<file path="src/design/rlban_ram.sv">
module rlban_ram #(
  parameter int WIDTH = 8,
  parameter int DEPTH = 16,
  localparam int AW = (DEPTH > 1) ? $clog2(DEPTH) : 1
) (
  input  logic             clk,
  input  logic             we,
  input  logic [AW-1:0]    waddr,
  input  logic [WIDTH-1:0] wdata,
  input  logic             re,
  input  logic [AW-1:0]    raddr,
  output logic [WIDTH-1:0] rdata
);

  logic [WIDTH-1:0] mem_r [DEPTH];
  logic [WIDTH-1:0] rdata_r;

  always_ff @(posedge clk) begin
    if (we) begin
      mem_r[waddr] <= wdata;
    end
    if (re) begin
      rdata_r <= mem_r[raddr];
    end
  end

  assign rdata = rdata_r;

endmodule

</file>
<file path="config.mk">
export PLATFORM = sky130hd
export DESIGN_NAME = rlban_ram
export DESIGN_NICKNAME = d
export VERILOG_FILES = /design/src/design/rlban_ram.sv
export SDC_FILE = /design/constraint.sdc
export NUM_CORES = 1
export LEC_CHECK = 0
export BUFFER_PORTS_ARGS = -buffer_cell sky130_fd_sc_hd__buf_2
export CORE_MARGIN = 2
export CORE_UTILIZATION = 50
export CTS_CLUSTER_DIAMETER = 150
export DETAILED_ROUTE_END_ITERATION = 10
export GPL_TIMING_DRIVEN = 0
export PLACE_DENSITY = 0.7
export SLEW_MARGIN = 20
export SYNTH_ARGS = -nofsm -noshare
export SYNTH_HDL_FRONTEND = slang
export SYNTH_SLANG_ARGS = --single-unit
</file>
<file path="constraint.sdc">
create_clock -name clk -period 1.7 [get_ports clk]
set_input_delay 0.17 -clock clk [delete_from_list [all_inputs] [get_ports clk]]
set_output_delay 0.17 -clock clk [all_outputs]
set_load 0.02 [all_outputs]
</file>
==> results.toml, run 1 <==
[placed_design]
dpl.cell_count = 390
dp_hpwl_mm = 6.066
gp_congestion = 0.7461
io_buffers = 25

[worst_setup_path]
required_ns = 1.96
setup.worst_path.class = "reg2reg"
worst_setup_path_end_kind = "flop"
worstPathArrival_ns = 1.80
path_max_fanout = 1
crit_path_start_kind = "flop"

[synth]
synth.yosys.warnings = 0
synth_ff_type = "edfxtp_1"
ys_seq_elements = 136
yosysTopAreaCell = "edfxtp_1"
synth_common_cells = "edfxtp_1, mux4_2, a22oi_1"
synth.distinct_cells = 18
synth_most_common_cell = "edfxtp_1"
yosys-top-cells-area = "edfxtp_1, mux4_2, mux4_1"
synth_top_area_frac = 0.7812
syn_avg_cell_area_um2 = 22.83
synth-edff-count = 136
synth_cells = 229
synth_nets = 248
ys_async_sr_fraction = 0
synth-seq-area-share = 0.7812
netlist_area_um2 = 5228

[global_route]
antenna_found_initial = 0
grt_pass1_wl_mm = 15.00
grt_pass1_vias = 2471
grt.total_usage = 0.1975
grt-ovfl-total = 0
grt_max_degree = 17

[pwr]
power_w = 0.008153
p_per_area_nw_per_um2 = 1315
switching_power_w = 0.001562
vdd_drop_max_mv = 0.6591
p_comb_frac = 0.046
internal_power_w = 0.006590
p_leak_nw = 2.075
switching_share = 0.1916
clockPowerShare = 0.488
pwr-share-seq = 0.466

[drt]
wl_per_cell_um = 23.48
num_vias = 2440
drtIter0Drc = 199
drtAntennaViolNets = 0
first_pass_iters = 4
vias_per_cell = 5.782
drc_errors = 0
wl_mm = 9.907

[sta]
finalSetupViolations = 0
fin_crit_ns = 1.541
period_share = 0.9064
max_freq_ghz = 0.6489
max_slew_margin = 0.4393
clock_skew_ns = 0.006532
worst_pin_slew_ns = 0.8379
rsz0062_at_grt = "no"
fin_setup_tns_ns = 0
maxSlewViolCount = 0
report.final.hold_viol_count = 0

[run_status]
status = "completed"

[final_layout]
num_antenna_cells = 0
final_nets = 293
fin_cells = 422
drive_above_1_share = 0.3042
syn2layout_area_growth_pct = 18.57

[die]
die_h_um = 106.3
coreArea_um2 = 10230
io_pins = 27
start_util = 0.5109
dieArea_um2 = 11290
die_w_um = 106.3
rows = 37

[cts]
cts.path.max_buffers = 2
clockRootBuffer = "clkbuf_8"
clkSinkCount = 136
clk_pin_slew_worst_paths_ns = 0.06
cts_made_buffers = 17
cts_repair_resize_count = 0
insertion_delay_ns = 0.52
cts_tree = "yes"
postCtsHoldBufs = 1
post_cts_buffers = 0
htree_levels = 4

[flow_run]
maxCapViolations = 0

[hold_path]
min_path_type = "in2reg"
[area by class of cell]
| cell class | count | area (um^2) |
|---|---|---|
| tap | 136 | 170.2 |
| sequential | 136 | 4084 |
| timing repair buffer | 26 | 135.1 |
| clock buffer | 18 | 417.9 |
| fill | 710 | 4033 |
| clock inverter | 13 | 227.7 |
| multi-input combinational | 83 | 1077 |
| buffer | 10 | 86.33 |
[flip-flops by register name, summed over array words and instances, names as in the netlist]
name,count
mem_r,128
rdata,8
[layer usage]
metal / track usage / wire length (um)
met1: 0.2697 / 4108
met5: 0 / 0
met3: 0.04476 / 565
met4: 0.08459 / 131
met2: 0.3104 / 5102
[placed cells by master, fill, tap and decap left out, drive strengths merged]
cell type and instances:
nor2 13, nand2b 2, clkinv 6, a22oi 16, or3b 1, clkinvlp 1
nor3 4, dlygate4sd3 1, and2 1, and2b 1, buf 32, edfxtp 136
nor2b 1, nand2 9, nand3b 2, clkdlybuf4s25 3, nand3 1, bufinv 6
mux4 32, clkbuf 18
[power groups by stage]
stage          clock network (W)  logic, W  registers [W]
6_report                 0.00398  0.000374        0.00380
5_1_grt                  0.00417  0.000405        0.00380
4_1_cts                  0.00402  0.000379        0.00380
3_5_place_dp                   0  0.000374        0.00387
3_3_place_gp                   0  0.000362        0.00386
2_1_floorplan                  0  0.000191        0.00388
[cell families (layout without fill, tap and decap cells)]
kind of cell    Yosys count  in the layout  synth area share
compound gates           16             16           0.02298
buf+inv                  10             67           0.01651
flops                   136            136            0.7812
mux                      32             32            0.1479
simple gates             35             35           0.03136
[per-stage QoR]
| stage | hold slack [ns] | utilization | worst slack, ns | area, um^2 |
|---|---|---|---|---|
| final | 0.04766 | 0.6058 | 0.1590 | 6198 |
| after global routing | 0.04716 | 0.6058 | 0.07459 | 6198 |
| after CTS | 0.03586 | 0.6058 | 0.1291 | 6198 |
| after detailed placement | 0.5155 | 0.5418 | -0.1574 | 5543 |
| after global placement | 0.5059 | 0.5398 | -0.5112 | 5523 |
| after floorplan | 0.2689 | - | 0.03713 | 5228 |
[final timing paths]
path,cells after the start,to,from,slack [ns]
worst max register to register,3,rdata[0],mem_r[6][0],0.16
worst min-delay path,1,mem_r[12][6],wdata[6],0.05
worst max-delay path,3,rdata[0],mem_r[6][0],0.16
worst min register to register,3,rdata[2],mem_r[11][2],0.76
[critical path, stage by stage (launching register included)]
cell      delay (ns)
edfxtp_1        0.37
mux4_1          0.55
a22oi_1         0.24
nand2_1         0.11
No activity file was read; power rests on OpenSTA's default activity.
==> run 2: changes to the inputs <==
--- a/config.mk
+++ b/config.mk
@@ -14,3 +14,3 @@
 export PLACE_DENSITY = 0.7
-export SLEW_MARGIN = 20
+export SLEW_MARGIN = 15
 export SYNTH_ARGS = -nofsm -noshare
--- a/constraint.sdc
+++ b/constraint.sdc
@@ -3,2 +3,2 @@
 set_output_delay 0.17 -clock clk [all_outputs]
-set_load 0.02 [all_outputs]
+set_load 0.01 [all_outputs]
==> run 2 against run 1 <==
  * Via count down 2.0%
  * Hold slack better by 0.0022 ns
  * Largest cell class unchanged
  * Core utilization fell by 0.40 points
  * Total power is 3.0% lower
  * Global-route usage decreased by 0.45 points
  * Sequential share of layout area up 0.44 points
==> results.toml, run 2 (synthesis gave the netlist of run 1 again) <==
[pwr]
vdd_drop_max_mv = 0.8904
p_per_area_nw_per_um2 = 1284
p_leak_nw = 2.054

[die]
dieArea_um2 = 11290
die_w_um = 106.3
coreArea_um2 = 10230
rows = 37
io_pins = 27
die_h_um = 106.3
start_util = 0.5109

[final_layout]
regMostFlops = "mem_r"
post-route-util = 0.6018
final_nets = 293
largest_reg_flops = 128
fillCellCount = 713
drive_above_1_share = 0.2902
layout_common_cells = "edfxtp_1, buf_2, mux4_2, a22oi_1, clkbuf_16"
final_area_um2 = 6157
syn2layout_area_growth_pct = 17.78
final_common_cell = "edfxtp_1"
num_antenna_cells = 0
fin_cells = 422

[worst_setup_path]
setup.worst_path.class = "reg2reg"
path_max_fanout = 1
worst_setup_path_end_kind = "flop"
worstPathArrival_ns = 1.82
reg2reg_depth = 3
required_ns = 1.96
crit_path_start_kind = "flop"

[hold_path]
min_path_type = "in2reg"
holdPathStages = 1

[flow_run]
maxCapViolations = 0

[drt]
wl_per_cell_um = 23.41
vias_per_cell = 5.664
drtAntennaViolNets = 0
wl_mm = 9.879
drtIter0Drc = 197
drc_errors = 0
first_pass_iters = 4
num_vias = 2390

[cts]
htree_levels = 4
clkSinkCount = 136
clk_pin_slew_worst_paths_ns = 0.06
insertion_delay_ns = 0.52
clockRootBuffer = "clkbuf_8"
cts.path.max_buffers = 2
cts_tree = "yes"
cts_made_buffers = 17

[global_route]
grt_pass1_wl_mm = 14.77
antenna_found_initial = 0
grt-ovfl-total = 0
grt_max_degree = 17
grt_pass1_vias = 2428
grt.total_usage = 0.1930

[placed_design]
dp_hpwl_mm = 6.027
dpl.cell_count = 390
gp_congestion = 0.7461
dpl_cell_area_um2 = 5533
io_buffers = 25
place_ws_ns = -0.2305

[sta]
finalSetupViolations = 0
setup_ws_ns = 0.1369
report.final.hold_viol_count = 0
fin_setup_tns_ns = 0
max_freq_ghz = 0.6397
worst_pin_slew_ns = 0.8121
clock_skew_ns = 0.008666
max_slew_margin = 0.4566
period_share = 0.9195
maxSlewViolCount = 0
fin_crit_ns = 1.563
rsz0062_at_grt = "no"

[run_status]
status = "completed"
## run 2: changes by cell type in the layout (fill, tap and decap cells not counted), sizes merged
cell    delta
clkbuf     +2
bufinv     -1
clkinv     -1
## run 2: where the power goes
| part | leakage [nW] | total [W] | internal, W | switching [W] |
|---|---|---|---|---|
| Combinational | 0.527 | 0.000362 | 0.000147 | 0.000214 |
| Sequential | 1.24 | 0.00380 | 0.00378 | 0.0000166 |
| Clock | 0.291 | 0.00375 | 0.00250 | 0.00125 |
## run 2: layer usage
layer	up-vias	routed length [um]	track usage
li1	1074	-	-
met1	1226	4165	0.2740
met2	80	4989	0.2880
met5	-	0	0
met4	0	118	0.07707
met3	10	607	0.05334
## run 2: layout make-up
| cell class | instances | area [um^2] | share of cell area |
|---|---|---|---|
| timing repair buffer | 26 | 135.1 | 0.02195 |
| clock inverter | 11 | 178.9 | 0.02906 |
| tap | 136 | 170.2 | 0.02764 |
| clock buffer | 20 | 425.4 | 0.06909 |
| buffer | 10 | 86.33 | 0.01402 |
| sequential | 136 | 4084 | 0.6633 |
| multi-input combinational | 83 | 1077 | 0.1750 |
## run 2: worst paths after layout
kind	start	endpoint	slack, ns
worst max-delay path	mem_r[6][7]	rdata[7]	0.14
worst min-delay path	wdata[6]	mem_r[6][6]	0.05
worst max register to register	mem_r[6][7]	rdata[7]	0.14
worst min register to register	mem_r[8][1]	rdata[1]	0.76
## run 2: critical path, stage by stage (launching register included)
cell,delay [ns]
edfxtp_1,0.40
mux4_2,0.51
a22oi_1,0.28
nand2_1,0.12
## run 2: repair_timing
item / CTS / global route
gates resized for setup: 0 / 0
hold endpoints to repair: 8 / 0
hold buffers: 1 / 0
setup buffers: 0 / 0
## run 2: per-stage QoR
| step | hold WS [ns] | power [W] |
|---|---|---|
| after floorplan | 0.2689 | 0.004061 |
| after global placement | 0.5059 | 0.004209 |
| after detailed placement | 0.5125 | 0.004225 |
| after CTS | 0.03194 | 0.007956 |
| after global routing | 0.04791 | 0.008128 |
| final | 0.04991 | 0.007906 |
