File: src/design/rlban_pkg.sv
package rlban_pkg;

  localparam int TABLE_ENTRIES = 1024;
  localparam int TBL_AW = (TABLE_ENTRIES > 1) ? $clog2(TABLE_ENTRIES) : 1;
  localparam int TBL_CW = $clog2(TABLE_ENTRIES + 1);

  localparam int ADDR_W  = 32;
  localparam int TIME_W  = 64;
  localparam int CNT_W   = 32;
  localparam int SEC_W   = 17;
  localparam int MAXR_W  = 16;
  localparam int NS_W    = 47;
  localparam int IN_W    = ADDR_W + TIME_W;
  localparam int OUT_W   = 184;
  localparam int CFGI_W  = 2;

  localparam logic [29:0]       NS_PER_SEC   = 30'd1000000000;
  // 2^17 seconds in ns: from here on the countdown saturates
  localparam logic [NS_W-1:0]   UNBAN_SAT_NS = 47'd131072000000000;
  localparam logic [SEC_W-1:0]  UNBAN_MAX    = '1;
  localparam logic [CNT_W-1:0]  CNT_MAX      = '1;

  // 1e9 = 2^9 * 1953125: the countdown divides (diff >> 9) by the odd factor
  localparam int NS_POW2 = 9;
  localparam int DVD_W   = NS_W - NS_POW2;
  // top 26 bits of the dividend feed the reciprocal multiply
  localparam int RCP_LO  = DVD_W - 26;
  localparam logic [20:0] NS_ODD   = 21'd1953125;
  // floor(2^44 / 1953125); ((dvd >> 12) * NS_RECIP) >> 32 is low by at most one
  localparam logic [23:0] NS_RECIP = 24'd9007199;

  localparam logic [MAXR_W-1:0] MAX_REQ_RST  = 16'd10;
  localparam logic [SEC_W-1:0]  WIN_SEC_RST  = 17'd300;
  localparam logic [SEC_W-1:0]  BAN_SEC_RST  = 17'd120;

  localparam logic [CFGI_W-1:0] CFG_MAX_REQ  = 2'd0;
  localparam logic [CFGI_W-1:0] CFG_WIN_SEC  = 2'd1;
  localparam logic [CFGI_W-1:0] CFG_BAN_SEC  = 2'd2;

  typedef struct packed {
    logic [MAXR_W-1:0] max_req;
    logic [NS_W-1:0]   win_ns;   // (window_seconds + 1) * 1e9
    logic [NS_W-1:0]   ban_ns;   // ban_seconds * 1e9
  } cfg_t;

  typedef struct packed {
    logic [CNT_W-1:0]  bc;
    logic [CNT_W-1:0]  rc;
    logic [TIME_W-1:0] be;
    logic [TIME_W-1:0] ws;
  } entry_t;

  localparam int ENTRY_W = $bits(entry_t);

endpackage

File: src/design/rlban_cfg.sv
module rlban_cfg (
  input  logic                       clk,
  input  logic                       rst_n,
  input  logic                       cfg_valid,
  output logic                       cfg_ready,
  input  logic [rlban_pkg::CFGI_W-1:0] cfg_index,
  input  logic [rlban_pkg::SEC_W-1:0]  cfg_data,
  output rlban_pkg::cfg_t            cfg
);
  import rlban_pkg::*;

  logic [MAXR_W-1:0] max_req_r;
  logic [SEC_W-1:0]  win_sec_r;
  logic [SEC_W-1:0]  ban_sec_r;
  logic [NS_W-1:0]   win_ns_r;
  logic [NS_W-1:0]   ban_ns_r;
  logic [SEC_W:0]    win_p1;
  logic [47:0]       win_prod;
  logic [47:0]       ban_prod;

  assign cfg_ready = 1'b1;

  always_ff @(posedge clk) begin
    if (!rst_n) begin
      max_req_r <= MAX_REQ_RST;
      win_sec_r <= WIN_SEC_RST;
      ban_sec_r <= BAN_SEC_RST;
    end else if (cfg_valid) begin
      case (cfg_index)
        CFG_MAX_REQ: max_req_r <= cfg_data[MAXR_W-1:0];
        CFG_WIN_SEC: win_sec_r <= cfg_data;
        CFG_BAN_SEC: ban_sec_r <= cfg_data;
        default: ;
      endcase
    end
  end

  // floor(d / 1e9) > W  <=>  d >= (W + 1) * 1e9
  assign win_p1   = {1'b0, win_sec_r} + (SEC_W + 1)'(1);
  assign win_prod = 48'(win_p1) * 48'(NS_PER_SEC);
  assign ban_prod = 48'(ban_sec_r) * 48'(NS_PER_SEC);

  always_ff @(posedge clk) begin
    win_ns_r <= win_prod[NS_W-1:0];
    ban_ns_r <= ban_prod[NS_W-1:0];
  end

  assign cfg.max_req = max_req_r;
  assign cfg.win_ns  = win_ns_r;
  assign cfg.ban_ns  = ban_ns_r;

endmodule

File: config.mk
export PLATFORM = sky130hd
export DESIGN_NAME = rlban_cfg
export DESIGN_NICKNAME = d
export VERILOG_FILES = /design/src/design/rlban_pkg.sv /design/src/design/rlban_cfg.sv
export SDC_FILE = /design/constraint.sdc
export NUM_CORES = 1
export LEC_CHECK = 0
export BUFFER_PORTS_ARGS = -buffer_cell sky130_fd_sc_hd__clkbuf_2
export CAP_MARGIN = 15
export CORE_ASPECT_RATIO = 0.9
export CORE_UTILIZATION = 35
export CTS_CLUSTER_SIZE = 25
export DETAILED_ROUTE_END_ITERATION = 8
export MAX_ROUTING_LAYER = met4
export SLEW_MARGIN = 10
export SYNTH_ARGS = -nofsm -noshare
export SYNTH_HDL_FRONTEND = slang
export SYNTH_SLANG_ARGS = --single-unit
export TNS_END_PERCENT = 1
File: constraint.sdc
create_clock -name clk -period 21.3 [get_ports clk]
set_clock_uncertainty 0.2 [all_clocks]
set_input_delay 2.13 -clock clk [delete_from_list [all_inputs] [get_ports clk]]
set_output_delay 2.13 -clock clk [all_outputs]
set_load 0.005 [all_outputs]
==> results.json <==
{
  "status": "complete, no violations",
  "synth-edff-count": 0,
  "worst_hold_path_type": "flip-flop to flip-flop",
  "yosysSeqAreaShare_pct": 13.99,
  "p_int_mw": 1.163,
  "synthFlopType": "dfxtp_1",
  "wl_um": 45160,
  "grt_start_max_net_pins": 51,
  "worst-endpoint-arrival_ns": 7.62,
  "finalCritPeriodShare_pct": 35.05,
  "io_pins": 133,
  "numCtsBuffers": 17,
  "drive_gt1_share_pct": 8.700,
  "swShare_pct": 48.39,
  "nets": 2579,
  "path_max_fanout": 9,
  "fin_crit_ns": 7.466,
  "coreArea_sq_um": 50650,
  "clk_pin_slew_worst_paths_ns": 0.07,
  "dieWidth_um": 241.2,
  "fp-row-count": 78,
  "syn_area_sq_um": 18020,
  "cts_setup_buffers": 0,
  "grt_pass1_wl_um": 72920,
  "syn_avg_cell_area_sq_um": 9.675,
  "max_slew_margin_pct": 32.95,
  "route.detailed.drc": 0,
  "maxSlewViolCount": 0,
  "layout_common_cells": "inv_1, ha_1, fa_1",
  "hold_viol_final": 0,
  "setup_viol": 0,
  "tns_ns": 0,
  "p_clk_share_pct": 13.2,
  "critPathKind": "flip-flop to flip-flop",
  "die_area_sq_um": 52410,
  "vias_per_cell": 4.732,
  "cts_resized": 0,
  "power_switching_mw": 1.091,
  "cts_max_level": 4,
  "syn_to_final_growth_pct": 10.23,
  "p_per_area_nw_per_um2": 113.5,
  "required_ns": 21.45,
  "place_congestion": 0.9685,
  "groute.usage.overall_pct": 19.11,
  "hold_buffers": 0,
  "wl_per_cell_um": 16.97,
  "pwr-share-comb_pct": 71.9,
  "clk_latency_ns": 0.48,
  "synth_cells": 1863,
  "drtPass1Iterations": 7,
  "yosys_warnings": 0,
  "ys_ff_latch": 126,
  "fp.dieH_um": 217.3,
  "seqPwrFrac_pct": 14.9,
  "clockRootBuffer": "clkbuf_16",
  "crit_path_end_kind": "flip-flop",
  "grt_pass1_vias": 13130,
  "ant_nets": 0,
  "tightestPinTransition_ns": 0.9986,
  "peakVddDrop_mv": 0.08210,
  "grt_overflow": 0,
  "final_common_cell": "inv_1",
  "tritoncts": "built",
  "fin_total_pwr_mw": 2.254,
  "port_buffers": 113,
  "initial_core_util_pct": 35.59,
  "hpwl_um": 39680,
  "rsz0062_at_grt": "false",
  "cts_buffer_depth": 2,
  "leakagePower_nw": 10.54,
  "fmax_mhz": 133.9,
  "start_kind": "flip-flop",
  "fillCellCount": 5090,
  "synth_cell_type_count": 74,
  "vias": 12600,
  "antenna_found_initial": 5,
  "drt_iter0_drc": 651,
  "max-cap-violations": 0,
  "async_reset_ff_share_pct": 0,
  "clkSinkCount": 126
}
-- through the flow --
step	cell area [sq um]	worst slack (ns)	hold WS (ns)	cells	util, %
6_report	19870	13.83	0.2739	2662	39.23
3_3_place_gp	19270	14.08	0.2563	2626	38.05
4_1_cts	19860	13.88	0.2789	2657	39.20
5_1_grt	19870	13.31	0.3091	2662	39.23
2_1_floorplan	18090	14.53	0.2435	1880	-
3_5_place_dp	19270	13.90	0.2685	2626	38.05
-- power groups by stage --
stage / logic (mW) / registers [mW] / clock network (mW)
after global placement: 1.61 / 0.340 / 0
after floorplan: 1.21 / 0.347 / 0
after global routing: 1.84 / 0.342 / 0.319
after detailed placement: 1.62 / 0.341 / 0
after CTS: 1.63 / 0.336 / 0.309
final: 1.62 / 0.335 / 0.299
-- cell families after synthesis --
logic type / count (synthesis) / share of synthesized area [%]
adder cells (fa/ha/maj): 592 / 53.13
XOR/XNOR: 89 / 4.325
multiplexers: 2 / 0.1111
buffers and inverters: 504 / 10.91
AO/OA/AOI/OAI: 246 / 9.753
other: 2 / 0.04166
AND/OR/NAND/NOR: 302 / 7.733
flip-flops: 126 / 13.99
-- worst paths after layout --
| path | start | end | slack, ns | cells after the start |
|---|---|---|---|---|
| max | win_sec_r[0] | win_ns_r[40] | 13.83 | 23 |
| min | max_req_r[6] | max_req_r[6] | 0.27 | 2 |
| max reg2reg | win_sec_r[0] | win_ns_r[40] | 13.83 | 23 |
| min reg2reg | max_req_r[6] | max_req_r[6] | 0.27 | 2 |
-- state kept, by name, indices dropped and copies added (netlist names) --
name and count:
ban_ns_r 38, win_ns_r 38, ban_sec_r 17, win_sec_r 17, max_req_r 16
-- Yosys cell counts (8+ instances only) --
| cell type | count | area share (%) |
|---|---|---|
| a21o_1 | 33 | 1.4 |
| a21boi_0 | 41 | 1.7 |
| a21oi_1 | 60 | 1.7 |
| nand3_1 | 30 | 0.83 |
| nor2_1 | 49 | 1.0 |
| nand2b_1 | 14 | 0.49 |
| o21ai_0 | 20 | 0.56 |
| ha_1 | 303 | 21 |
| nand4_1 | 11 | 0.38 |
| and3_1 | 9 | 0.31 |
| o21bai_1 | 10 | 0.42 |
| o21ai_1 | 9 | 0.25 |
| o21a_1 | 9 | 0.37 |
| fa_1 | 289 | 32 |
| dfxtp_1 | 126 | 14 |
| nor2b_1 | 10 | 0.35 |
| inv_1 | 452 | 9.4 |
| nand2_1 | 138 | 2.9 |
| buf_4 | 19 | 0.79 |
| nor3_1 | 14 | 0.39 |
| xnor2_1 | 64 | 3.1 |
| xor2_1 | 25 | 1.2 |
| clkbuf_1 | 28 | 0.58 |
| o211ai_1 | 8 | 0.33 |
-- per-layer routing --
| layer | up-vias | track usage, % | wire length (um) |
|---|---|---|---|
| met5 | - | - | 0 |
| li1 | 6036 | - | - |
| met1 | 6236 | 27.27 | 22700 |
| met2 | 288 | 26.58 | 19010 |
| met3 | 37 | 4.668 | 2747 |
| met4 | 0 | 5.253 | 712 |
-- critical path, stage by stage (launching register included) --
cell,delay (ns)
dfxtp_1,0.52
ha_1,0.30
and2_1,0.19
nand2_1,0.08
xnor2_1,0.70
inv_1,0.25
fa_1,0.54
fa_1,0.51
fa_1,0.55
inv_1,0.06
fa_1,0.46
fa_1,0.51
inv_1,0.05
fa_1,0.47
inv_1,0.04
ha_1,0.43
a21oi_1,0.10
o21ai_0,0.34
nand2b_1,0.17
o31ai_1,0.06
a21oi_1,0.35
nand3_1,0.13
o21a_1,0.20
xnor2_1,0.13
-- final cells by class --
class | instances | area [sq um] | area share [%]
multi-input combinational | 1250 | 13600 | 68.47
sequential | 126 | 2522 | 12.70
inverter | 453 | 1700 | 8.558
tap | 680 | 850.8 | 4.282
timing repair buffer | 117 | 595.6 | 2.997
clock buffer | 17 | 425.4 | 2.141
clock inverter | 14 | 157.7 | 0.7934
antenna | 5 | 12.51 | 0.06297
Power figures use the tool's default switching activity.
